**config.mk**
```make
export PLATFORM = sky130hd
export DESIGN_NAME = guid_text_parser
export DESIGN_NICKNAME = d
export VERILOG_FILES = /design/src/rtl/gtp_pkg.sv /design/src/rtl/gtp_char_decode.sv /design/src/rtl/guid_text_parser.sv
export SDC_FILE = /design/constraint.sdc
export NUM_CORES = 1
export LEC_CHECK = 0
export CORE_UTILIZATION = 40
export CTS_BUF_LIST = sky130_fd_sc_hd__clkbuf_16
export DETAILED_ROUTE_END_ITERATION = 6
export DONT_BUFFER_PORTS = 1
export PLACE_DENSITY = 0.52
export REMOVE_ABC_BUFFERS = 1
export SLEW_MARGIN = 10
export SYNTH_ARGS = -nofsm -noshare
export SYNTH_HDL_FRONTEND = slang
export SYNTH_SLANG_ARGS = --single-unit
```
**constraint.sdc**
```tcl
create_clock -name aclk -period 4.01 [get_ports aclk]
set_input_delay 0.6015 -clock aclk [delete_from_list [all_inputs] [get_ports aclk]]
set_output_delay 0.6015 -clock aclk [all_outputs]
set_load 0.02 [all_outputs]
```
**src/rtl/gtp_pkg.sv**
```systemverilog
package gtp_pkg;

    // text layout
    localparam int unsigned CORE_LEN = 36;
    localparam int unsigned POS_W    = 6;
    localparam int unsigned ACC_W    = 128;

    // dash places inside the core text
    localparam logic [POS_W-1:0] DASH_0 = 6'd8;
    localparam logic [POS_W-1:0] DASH_1 = 6'd13;
    localparam logic [POS_W-1:0] DASH_2 = 6'd18;
    localparam logic [POS_W-1:0] DASH_3 = 6'd23;

    localparam logic [POS_W-1:0] POS_MAX   = 6'd63;
    localparam logic [POS_W-1:0] CORE_LAST = 6'd35;
    localparam logic [POS_W-1:0] CORE_END  = 6'd36;
    localparam logic [POS_W-1:0] CLOSE_POS = 6'd37;

    // character codes
    localparam logic [7:0] CH_OPEN  = 8'h7B;
    localparam logic [7:0] CH_CLOSE = 8'h7D;
    localparam logic [7:0] CH_DASH  = 8'h2D;
    localparam logic [7:0] CH_0     = 8'h30;
    localparam logic [7:0] CH_9     = 8'h39;
    localparam logic [7:0] CH_LA    = 8'h61;
    localparam logic [7:0] CH_LF    = 8'h66;
    localparam logic [7:0] CH_UA    = 8'h41;
    localparam logic [7:0] CH_UF    = 8'h46;
    localparam logic [7:0] HEX_TEN  = 8'd10;

    // classification of one character
    typedef struct packed {
        logic       is_hex;
        logic [3:0] nibble;
        logic       is_dash;
        logic       is_open;
        logic       is_close;
    } char_class_t;

endpackage

```
**src/rtl/gtp_char_decode.sv**
```systemverilog
module gtp_char_decode (
    input  logic [7:0]          char_code,
    output gtp_pkg::char_class_t cls
);

    logic [7:0] value;

    always_comb begin
        value      = 8'd0;
        cls.is_hex = 1'b0;
        if (char_code >= gtp_pkg::CH_0 && char_code <= gtp_pkg::CH_9) begin
            cls.is_hex = 1'b1;
            value      = char_code - gtp_pkg::CH_0;
        end else if (char_code >= gtp_pkg::CH_LA && char_code <= gtp_pkg::CH_LF) begin
            cls.is_hex = 1'b1;
            value      = char_code - gtp_pkg::CH_LA + gtp_pkg::HEX_TEN;
        end else if (char_code >= gtp_pkg::CH_UA && char_code <= gtp_pkg::CH_UF) begin
            cls.is_hex = 1'b1;
            value      = char_code - gtp_pkg::CH_UA + gtp_pkg::HEX_TEN;
        end
        cls.nibble   = value[3:0];
        cls.is_dash  = (char_code == gtp_pkg::CH_DASH);
        cls.is_open  = (char_code == gtp_pkg::CH_OPEN);
        cls.is_close = (char_code == gtp_pkg::CH_CLOSE);
    end

endmodule

```
**src/rtl/guid_text_parser.sv**
```systemverilog
// guid_text_parser: checks and decodes GUID text, one character per transfer
// the result shows on m_tvalid in the cycle after the last character's transfer
// throughput: one character per cycle; the input stalls while a result waits on m_tready
// the only stall comes from m_tready when the result register is full
// reset: aresetn low clears the position, brace mode, error flag, accumulator and result valid
module guid_text_parser (
    input  logic         aclk,
    input  logic         aresetn,
    // character stream
    input  logic         s_tvalid,
    output logic         s_tready,
    input  logic [7:0]   s_tdata,   // [7:0] char_code
    input  logic         s_tlast,   // last_char
    // result stream
    output logic         m_tvalid,
    input  logic         m_tready,
    output logic [127:0] m_tdata,   // [31:0] time_low, [47:32] time_mid,
                                    // [63:48] time_high, [127:64] node_bytes
    output logic         m_tuser    // well_formed
);

    localparam int unsigned PW = gtp_pkg::POS_W;

    // parser state
    logic [PW-1:0]             pos_reg, pos_next;
    logic                      braced_reg, braced_next;
    logic                      err_reg, err_next;
    logic [gtp_pkg::ACC_W-1:0] acc_reg, acc_next;

    // result register
    logic         m_valid_reg;
    logic [127:0] m_data_reg;
    logic         m_ok_reg;

    logic                 accept;
    gtp_pkg::char_class_t cls;
    logic [PW-1:0]        q;
    logic                 in_core;
    logic                 dash_here;
    logic                 close_ok;
    logic                 ok;

    gtp_char_decode u_decode (
        .char_code (s_tdata),
        .cls       (cls)
    );

    // result register frees up when empty or being taken
    assign s_tready = !m_valid_reg || m_tready;
    assign accept   = s_tvalid && s_tready;

    always_comb begin
        braced_next = braced_reg;
        err_next    = err_reg;
        acc_next    = acc_reg;
        close_ok    = 1'b0;
        q           = pos_reg;
        in_core     = 1'b0;
        dash_here   = 1'b0;

        if (pos_reg == '0 && cls.is_open) begin
            // opening brace only at the very first place
            braced_next = 1'b1;
        end else begin
            if (braced_reg) begin
                q       = pos_reg - 1'b1;
                in_core = (pos_reg >= 6'd1) && (pos_reg <= gtp_pkg::CORE_END);
            end else begin
                q       = pos_reg;
                in_core = (pos_reg < gtp_pkg::CORE_END);
            end
            dash_here = (q == gtp_pkg::DASH_0) || (q == gtp_pkg::DASH_1) ||
                        (q == gtp_pkg::DASH_2) || (q == gtp_pkg::DASH_3);
            if (in_core) begin
                if (dash_here) begin
                    if (!cls.is_dash) err_next = 1'b1;
                end else if (!cls.is_hex) begin
                    err_next = 1'b1;
                end else begin
                    // 128-bit shift, one hex digit in at the bottom
                    acc_next = {acc_reg[gtp_pkg::ACC_W-5:0], cls.nibble};
                end
            end else if (braced_reg && pos_reg == gtp_pkg::CLOSE_POS && cls.is_close) begin
                close_ok = 1'b1;
            end else begin
                // too long, or a stray character outside the core
                err_next = 1'b1;
            end
        end

        // saturating position counter
        pos_next = (pos_reg < gtp_pkg::POS_MAX) ? pos_reg + 1'b1 : pos_reg;

        ok = !err_next && (braced_next ? close_ok : (pos_reg == gtp_pkg::CORE_LAST));

        // the last character ends the text: back to the start state
        if (s_tlast) begin
            pos_next    = '0;
            braced_next = 1'b0;
            err_next    = 1'b0;
            acc_next    = '0;
        end
    end

    always_ff @(posedge aclk) begin
        if (!aresetn) begin
            pos_reg    <= '0;
            braced_reg <= 1'b0;
            err_reg    <= 1'b0;
            acc_reg    <= '0;
        end else if (accept) begin
            pos_reg    <= pos_next;
            braced_reg <= braced_next;
            err_reg    <= err_next;
            acc_reg    <= acc_next;
        end
    end

    // result register: loaded by the transfer of a last character
    always_ff @(posedge aclk) begin
        if (!aresetn) begin
            m_valid_reg <= 1'b0;
        end else if (accept && s_tlast) begin
            m_valid_reg <= 1'b1;
        end else if (m_tready) begin
            m_valid_reg <= 1'b0;
        end
    end

    // repack the accumulator as time_low, time_mid, time_high, node_bytes
    function automatic logic [127:0] q_acc_low(input logic [127:0] acc,
                                               input logic [3:0] nib,
                                               input logic shift);
        logic [127:0] v;
        v = shift ? {acc[123:0], nib} : acc;
        q_acc_low = {v[63:0], v[79:64], v[95:80], v[127:96]};
    endfunction

    always_ff @(posedge aclk) begin
        if (accept && s_tlast) begin
            m_ok_reg <= ok;
            if (ok) begin
                // shifted value before the end-of-text clear
                m_data_reg <= {q_acc_low(acc_reg, cls.nibble, in_core && !dash_here)};
            end else begin
                m_data_reg <= '0;
            end
        end
    end

    assign m_tvalid = m_valid_reg;
    assign m_tdata  = m_data_reg;
    assign m_tuser  = m_ok_reg;

endmodule
```
== Yosys cells after proc, flatten, opt, wreduce, memory -nomap -nowiden ==
Cells that the tools add are included.
Widths: inputs -> output; s select.

* Reduce and logical (&&, ||, !) cells: 25
* Add/sub/neg operators: 7
* Equal/unequal tests: 11
* Shifts and indexed selects: 0
* Div/mod/pow operators: 0
* Multiplexer cells: 35
* Magnitude comparators: 10
* Multipliers: 0
* Bitwise operators: 0

{| class="wikitable"
|+ Operators with widths
! operator !! count
|-
| $mux 128 || 6
|-
| $mux 6 || 4
|-
| $mux 1 || 22
|-
| $eq 8x7->1 const B || 2
|-
| $ge 8x7->1 const B || 2
|-
| $le 8x7->1 const B || 2
|-
| $eq 6x4->1 const B || 2
|-
| $eq 6x5->1 const B || 2
|-
| $eq 6x6->1 const B || 2
|-
| $lt 6x6->1 const B || 2
|-
| $mux 4 || 3
|-
| $sub 4x1->4 const B || 3
|-
| $logic_and 1x1->1 || 11
|-
| $add 4x4->4 const B || 2
|-
| $eq 8x6->1 const B || 1
|-
| $ge 8x6->1 const B || 1
|-
| $le 8x6->1 const B || 1
|-
| $reduce_bool 2->1 || 4
|-
| $add 6x1->6 const B || 1
|-
| $ge 6x1->1 const B || 1
|-
| $le 6x6->1 const B || 1
|-
| $logic_not 6->1 || 1
|-
| $sub 6x1->6 const B || 1
|-
| $reduce_and 5->1 || 1
|-
| 4 further kinds || 10
|}

* Bits in registers: 266
* Output and inout bits: 131
* Memories kept: 0
* Bits in latches: 0
* Memory bits (writable): 0
* Bits of input ports: 13
* Memory bits (read-only): 0
* Logic and storage cells: 95

== Logic depth before layout (Yosys ltp) ==
Gate-level depths: netlist (run 1).

* Depth in word-level cells: 12
* Mapped depth: 12
* Depth with buffers taken out: 8

== By module ==
From an unflattened synthesis (run 1), not the netlist that was laid out.

* Cells, all modules: 1587
* Area, all modules: 14057.2 um^2

{| class="wikitable"
|+ By module, submodules not included
! module !! seq. area each (um^2) !! area each (um^2) !! cells an instance !! instances
|-
| guid_text_parser || 6616.3 || 13828.3 || 1555 || 1
|-
| gtp_char_decode || 0.0 || 229.0 || 32 || 1
|}

== Worst setup path before layout (run 1) ==
No wires, ideal clock.

* Path type: in2reg
* From: input port m_tready
* To: register m_data_reg[0], in the netlist m_tdata[0] (enable)
* Data required time: 3528 ps
* Setup time: 482 ps
* Slack: -148 ps
* Data arrival time: 3676 ps
* Buffers on the path: 0
* Cell stages on the path: 4
* Cells stage by stage: nand2b_1 -> and2_1 -> nand2_1 -> inv_1

* Cells in the longest elaborated chain, start to end: 3

{| class="wikitable"
|+ Ends and longest elaborated chain
! element !! line !! RTL
|-
| start: declaration || guid_text_parser.sv:16 || <nowiki>input logic m_tready,</nowiki>
|-
| $logic_or 1x1->1 || guid_text_parser.sv:49 || <nowiki>assign s_tready = !m_valid_reg || m_tready;</nowiki>
|-
| $logic_and 1x1->1 || guid_text_parser.sv:50 || <nowiki>assign accept = s_tvalid && s_tready;</nowiki>
|-
| $logic_and 1x1->1 || guid_text_parser.sv:140 || <nowiki>if (accept && s_tlast) begin</nowiki>
|-
| end signal: assignment || guid_text_parser.sv:144 || <nowiki>m_data_reg <= {q_acc_low(acc_reg, cls.nibble, in_core && !dash_here)};</nowiki>
|-
| end: declaration || guid_text_parser.sv:32 || <nowiki>logic [127:0] m_data_reg;</nowiki>
|}

No other way between the ends.
A chain may end at the register's enable or synchronous reset.

== Final worst setup path (run 1) ==
* From: register pos_reg[0]
* To: register acc_reg[95] (netlist bit)

* Cells in the longest elaborated chain, start to end: 9
* Elaborated cells on any way between the ends: 22
* Those cells by class: 1 x add/sub; 3 x order compare; 6 x eq/ne; 4 x mux; 8 x reduce/logical

{| class="wikitable"
|+ Ends and longest elaborated chain
! element !! line !! RTL
|-
| start: declaration || guid_text_parser.sv:25 || <nowiki>logic [PW-1:0] pos_reg, pos_next;</nowiki>
|-
| start signal: assignment || guid_text_parser.sv:112 || <nowiki>pos_reg <= pos_next;</nowiki>
|-
| $sub 6x1->6 || guid_text_parser.sv:66 || <nowiki>q = pos_reg - 1'b1;</nowiki>
|-
| $mux 6 || guid_text_parser.sv:65 || <nowiki>if (braced_reg) begin</nowiki>
|-
| $mux 6 || guid_text_parser.sv:61 || <nowiki>if (pos_reg == '0 && cls.is_open) begin</nowiki>
|-
| $eq 6x4->1 || guid_text_parser.sv:72 || <nowiki>dash_here = (q == gtp_pkg::DASH_0) || (q == gtp_pkg::DASH_1) ||</nowiki>
|-
| $logic_or 1x1->1 (2 in series) || guid_text_parser.sv:72 ||
|-
| $logic_or 1x1->1 || guid_text_parser.sv:73 || <nowiki>(q == gtp_pkg::DASH_2) || (q == gtp_pkg::DASH_3);</nowiki>
|-
| $ne 2x2->1 (no source line) || -- ||
|-
| $reduce_and 5->1 (no source line) * || -- ||
|-
| end signal: assignment || guid_text_parser.sv:115 || <nowiki>acc_reg <= acc_next;</nowiki>
|-
| end: declaration || guid_text_parser.sv:28 || <nowiki>logic [gtp_pkg::ACC_W-1:0] acc_reg, acc_next;</nowiki>
|}

Mark *: on every way between the ends. The rest lies on a longest branch, timed or not. The select of a mux whose other input is x is not followed.

==> summary.txt, run 1 <==
Status
  • Status: finished, final reports clean

STA
  • Post-route setup slack: 0.945 ns
  • Final hold violation count: 0
  • Final setup viols: 0
  • Setup TNS: 0 ns
  • Worst Hold Slack: 0.187 ns
  • Slew headroom: 46.3%
  • Max Slew Vio Count: 0
  • Worst slew pin tran: 0.804 ns
  • Period minus WS final: 3.07 ns
  • RSZ-0062 raised after global routing: false
  • Skew final: 0.0105 ns
  • Max Clock Freq: 326 MHz
  • Final Cycle Share: 76.4%

Worst setup path
  • Worst reg2reg setup slack: 0.94 ns
  • CP Capture Type: flip-flop
  • Critical Path Sink: acc_reg[95]
  • Critical R2R Launch: pos_reg[0]
  • Critical Path RT: 4.50 ns
  • Worst Path Class, Setup: flip-flop to flip-flop
  • Critical Path AT: 3.55 ns
  • CP max FO: 67
  • Critical path launch point: pos_reg[0]
  • Crit Reg-Reg Endpoint: acc_reg[95]
  • CP Launch Type: flip-flop
  • Reg2reg path depth: 9

Layout
  • Fin area: 12200 sq um
  • Area grow syn2layout: 10.1%
  • Final #Nets: 965
  • Number of fill cells in the layout: 2477
  • Layout cells sized above 1: 9.50%
  • Fin util: 45.1%
  • Layout Cells excl Fill: 1309
  • Diode count: 0

Global route
  • Initial antenna violation count: 0
  • Largest net degree at the start of global routing: 129
  • Gr ovfl total: 0
  • GRT Util Overall: 17.7%
  • Vias in the first global route: 7220
  • First-pass GRT wire length: 41000 um

Route
  • Drt first pass iters: 5
  • Initial DRC Count: 752
  • Final antenna-violating net count: 0
  • Routed length per instance: 19.5 um
  • Detailed-route vias per instance: 5.89
  • Final wirelength: 25500 um
  • Vias: 7708
  • Remaining DRCs: 0

Power and ir drop
  • Pwr Density: 483 nW/um^2
  • Clk pwr share: 47.1%
  • Pint: 4.63 mW
  • Gate power share: 1.9%
  • Power Total: 5.90 mW
  • Psw: 1.27 mW
  • Switching Share: 21.6%
  • Pleak: 3.68 nW
  • Peak supply drop: 252 uV
  • Seq pwr share: 51.0%

Yosys
  • Yosys warning count: 0
  • Mean Syn Cell Area: 11.1 sq um
  • Seq/Total Area, Yosys: 59.7%
  • Distinct cell type count after synthesis: 49
  • Main flop type after synthesis: dfxtp_1
  • #FFs+latches synth: 266
  • Top cell type's share of synthesized area: 35.0%
  • Post-synthesis cell area: 11100 sq um
  • Post-synth EDFFs: 129
  • Cell taking the most area after synthesis: edfxtp_1
  • Top cells by area, synth: edfxtp_1, dfxtp_1, a22o_1
  • Async SR Flop Fraction: 0%
  • Cells after synthesis: 996

CTS
  • Post-CTS Hold Fix Bufs: 0
  • Post-CTS Setup Bufs: 0
  • Clock Path Buffers: 3
  • Post-CTS sizing: 0
  • Clk slew on worst S/H paths: 0.06 ns
  • H-tree levels: 1
  • Clock buffer count from CTS: 29
  • # clock sinks: 266
  • TritonCTS clock tree: built
  • CTS root buf: clkbuf_16
  • Worst-Skew Late Latency: 0.55 ns

Place
  • Setup WS pre-CTS: 0.955 ns
  • DP Wirelength: 14000 um
  • GP Congestion: 0.761
  • Placed insts: 1255
  • Post-DP Area: 11200 sq um
  • Port Buffers: 0

Die
  • Die area: 28400 sq um
  • Core Region: 27000 sq um
  • IO Pins: 144
  • Die Ht: 168 um
  • Starting Density: 41.0%
  • Cell Rows: 60
  • Chip Width: 168 um

Job
  • Max-cap violations: 0

Hold path
  • Min-delay worst type: primary input to flip-flop
==> kinds of logic after synthesis <==
logic type               Yosys count  share of synthesized area (%)
buffers and inverters            114                           5.83
flip-flops                       266                           59.7
XOR/XNOR                           8                          0.633
adder cells (fa/ha/maj)            7                          0.791
AO/OA/AOI/OAI                    414                           23.9
AND/OR/NAND/NOR                  187                           9.08
==> worst max-delay path: stages, from the launching register on <==
cell and delay [ns]:
dfxtp_1 0.55, inv_1 0.12, ha_1 0.23, nor4bb_1 0.15
xor2_1 0.17, and3_1 0.21, o211a_4 0.42, nor3_4 0.25
buf_4 0.61, a22o_1 0.23
==> per-layer routing <==
layer / routed length [um] / global-route usage (%) / vias up
met1: 12200 / 25.6 / 3775
li1: - / - / 3690
met3: 1530 / 4.16 / 24
met2: 11500 / 26.8 / 219
met4: 291 / 3.91 / 0
met5: 0 / 0 / -
==> cell usage after synthesis, types with 3 or more instances <==
library cell,count
nand3_1,128
buf_6,24
a211oi_1,4
nor3_1,9
edfxtp_1,129
inv_1,10
o21ai_1,11
xnor2_1,6
clkbuf_1,56
o21ai_0,121
a21oi_2,9
nand2_1,10
buf_4,3
nor2b_1,3
a22o_1,128
dfxtp_1,137
buf_2,21
ha_1,7
nor2_1,10
a21oi_1,130
==> cells in the final DEF, fill, tap and decap left out, types with 10 or more instances in the layout <==
master and count:
a21oi_1 129, a22o_1 128, buf_4 14, clkbuf_16 29, dfxtp_1 137, edfxtp_1 129, inv_1 10, nand2_1 10
nand3_1 128, o21ai_0 121, o21ai_1 11
==> area by class of cell <==
type | count | area [sq um] | area share [%]
timing repair buffer | 22 | 265 | 2.17
multi-input combinational | 616 | 3850 | 31.6
tap | 341 | 427 | 3.50
clock buffer | 29 | 726 | 5.95
sequential | 266 | 6620 | 54.2
inverter | 10 | 42.5 | 0.349
clock inverter | 25 | 273 | 2.24
==> power by group through the flow <==
stage               combinational [mW]  clock (mW)  sequential (mW)
detailed placement               0.116           0             3.07
global placement                 0.116           0             3.07
global route                     0.125        2.95             3.01
CTS                              0.116        2.85             3.01
finish                           0.113        2.78             3.01
floorplan                       0.0706           0             3.06
==> how the worst min path moves through the flow <==
stage,startpoint,end,cells after the start
after CTS,aresetn,pos_reg[1],1
after detailed placement,acc_reg[125],acc_reg[125],1
after floorplan,acc_reg[127],acc_reg[127],1
after global routing,aresetn,pos_reg[0],1
final,aresetn,pos_reg[1],1
after global placement,acc_reg[126],acc_reg[126],1
Power figures use the tool's default switching activity.
==> run 2: changes to the inputs <==
- clock period: 4.01 -> 2.7 ns (I/O delays scaled with it)
==> summary.txt, run 2 (same netlist as run 1, synthesis figures left out) <==
STA
  • Worst slew pin tran: 0.611 ns
  • Final Cycle Share: 92.9%
  • Post-route setup slack: 0.191 ns
  • Period minus WS final: 2.51 ns
  • Skew final: 0.0171 ns
  • RSZ-0062 raised after global routing: false
  • Setup TNS: 0 ns
  • Max Clock Freq: 399 MHz
  • Max Slew Vio Count: 0
  • Final hold violation count: 0
  • Final setup viols: 0
  • Slew headroom: 59.0%

Die
  • Cell Rows: 60
  • Die area: 28400 sq um
  • Core Region: 27000 sq um
  • IO Pins: 144
  • Chip Width: 168 um
  • Starting Density: 41.0%
  • Die Ht: 168 um

Power and ir drop
  • Seq pwr share: 54.5%
  • Pleak: 3.81 nW
  • Gate power share: 2.6%
  • Psw: 1.88 mW
  • Switching Share: 23.0%
  • Power Total: 8.19 mW
  • Clk pwr share: 42.9%
  • Pint: 6.31 mW
  • Peak supply drop: 413 uV
  • Pwr Density: 659 nW/um^2

Place
  • GP Congestion: 0.749
  • Placed insts: 1273
  • Setup WS pre-CTS: 0.149 ns
  • DP Wirelength: 14600 um
  • Port Buffers: 0
  • Post-DP Area: 11500 sq um

Layout
  • Fin area: 12400 sq um
  • Commonest non-fill, non-tap cell in the layout: dfxtp_1
  • Layout Cells excl Fill: 1331
  • Layout cells sized above 1: 10.5%
  • Most frequent cells in the layout: dfxtp_1, a21oi_1, edfxtp_1, nand3_1, a22o_1
  • Diode count: 0
  • Final #Nets: 987
  • Number of fill cells in the layout: 2506
  • Area grow syn2layout: 12.2%

CTS
  • Clk slew on worst S/H paths: 0.06 ns
  • Clock buffer count from CTS: 29
  • Clock Path Buffers: 3
  • TritonCTS clock tree: built
  • Worst-Skew Late Latency: 0.55 ns
  • H-tree levels: 1
  • # clock sinks: 266
  • CTS root buf: clkbuf_16

Route
  • Detailed-route vias per instance: 5.90
  • Final wirelength: 26500 um
  • Routed length per instance: 19.9 um
  • Vias: 7855
  • Remaining DRCs: 0
  • Final antenna-violating net count: 0
  • Initial DRC Count: 602
  • Drt first pass iters: 5

Worst setup path
  • Critical Path AT: 2.94 ns
  • CP Launch Type: flip-flop
  • CP Capture Type: flip-flop
  • CP max FO: 35
  • Critical Path RT: 3.13 ns
  • Worst Path Class, Setup: flip-flop to flip-flop

Global route
  • GR Util met1: 25.2%
  • Grt met2 use: 28.8%
  • First-pass GRT wire length: 42100 um
  • GR Util met3: 4.54%
  • GRT Max-Usage Layer: met2
  • Initial antenna violation count: 0
  • Vias in the first global route: 7584
  • GRT Util Overall: 18.2%
  • Gr ovfl total: 0
  • Largest net degree at the start of global routing: 71

Job
  • Max-cap violations: 0

Hold path
  • Min-delay worst type: primary input to flip-flop

Status
  • Status: finished, final reports clean
==> run 2: cell types whose count changed in the layout (fill, tap and decap cells not counted), sizes merged <==
| cell | change |
|---|---|
| clkinv | -1 |
| buf | +19 |
| clkinvlp | -2 |
| bufinv | -6 |
| clkbuf | +2 |
| dlygate4sd3 | +1 |
| inv | +9 |
==> run 2: metal layers <==
layer	routed length, um	up-vias
li1	-	3730
met1	12300	3848
met2	12100	247
met3	1840	30
met4	317	0
met5	0	-
==> run 2: worst paths after layout <==
path / start / endpoint / slack (ns) / depth (start not counted)
worst min register to register: acc_reg[124] / acc_reg[124] / 0.47 / 1
worst min-delay path: aresetn / err_reg / 0.05 / 2
worst max register to register: pos_reg[1] / acc_reg[3] / 0.19 / 11
worst max-delay path: pos_reg[1] / acc_reg[3] / 0.19 / 11
==> run 2: layout make-up <==
| cell class | count | area (sq um) | share of cell area [%] |
|---|---|---|---|
| Inverter | 10 | 42.5 | 0.342 |
| Clock inverter | 25 | 110 | 0.886 |
| Timing Repair Buffer | 44 | 643 | 5.18 |
| Tap cell | 341 | 427 | 3.43 |
| Sequential cell | 266 | 6620 | 53.2 |
| Clock buffer | 29 | 726 | 5.84 |
| Multi-Input combinational cell | 616 | 3860 | 31.1 |
==> run 2: power by group through the flow <==
stage	sequential (mW)	combinational, mW	clock [mW]
5_1_grt	4.47	0.237	3.76
6_report	4.46	0.217	3.51
3_3_place_gp	4.56	0.192	0
3_5_place_dp	4.55	0.194	0
4_1_cts	4.47	0.196	3.60
2_1_floorplan	4.54	0.105	0
==> run 2: what timing repair did <==
action / in CTS / in global routing
endpoints found under the hold margin: 3 / 0
setup endpoints to repair: 0 / 126
resized for setup: 0 / 2
hold buffers: 1 / 0
buffers inserted: 0 / 1
==> run 2: critical path: stages, from the launching register on <==
cell       delay (ns)
dfxtp_1          0.31
inv_1            0.08
ha_1             0.17
a21boi_0         0.09
o31ai_1          0.37
o41ai_4          0.16
buf_4            0.19
a211oi_2         0.31
a21oi_4          0.10
buf_12           0.15
clkbuf_16        0.21
a22o_1           0.25
==> run 2: per-stage QoR <==
step	hold WS, ns	utilization, %
4_1_cts	0.0261	45.7
2_1_floorplan	0.443	-
3_3_place_gp	0.454	42.6
3_5_place_dp	0.458	42.6
6_report	0.0524	46.0
5_1_grt	0.0426	46.0
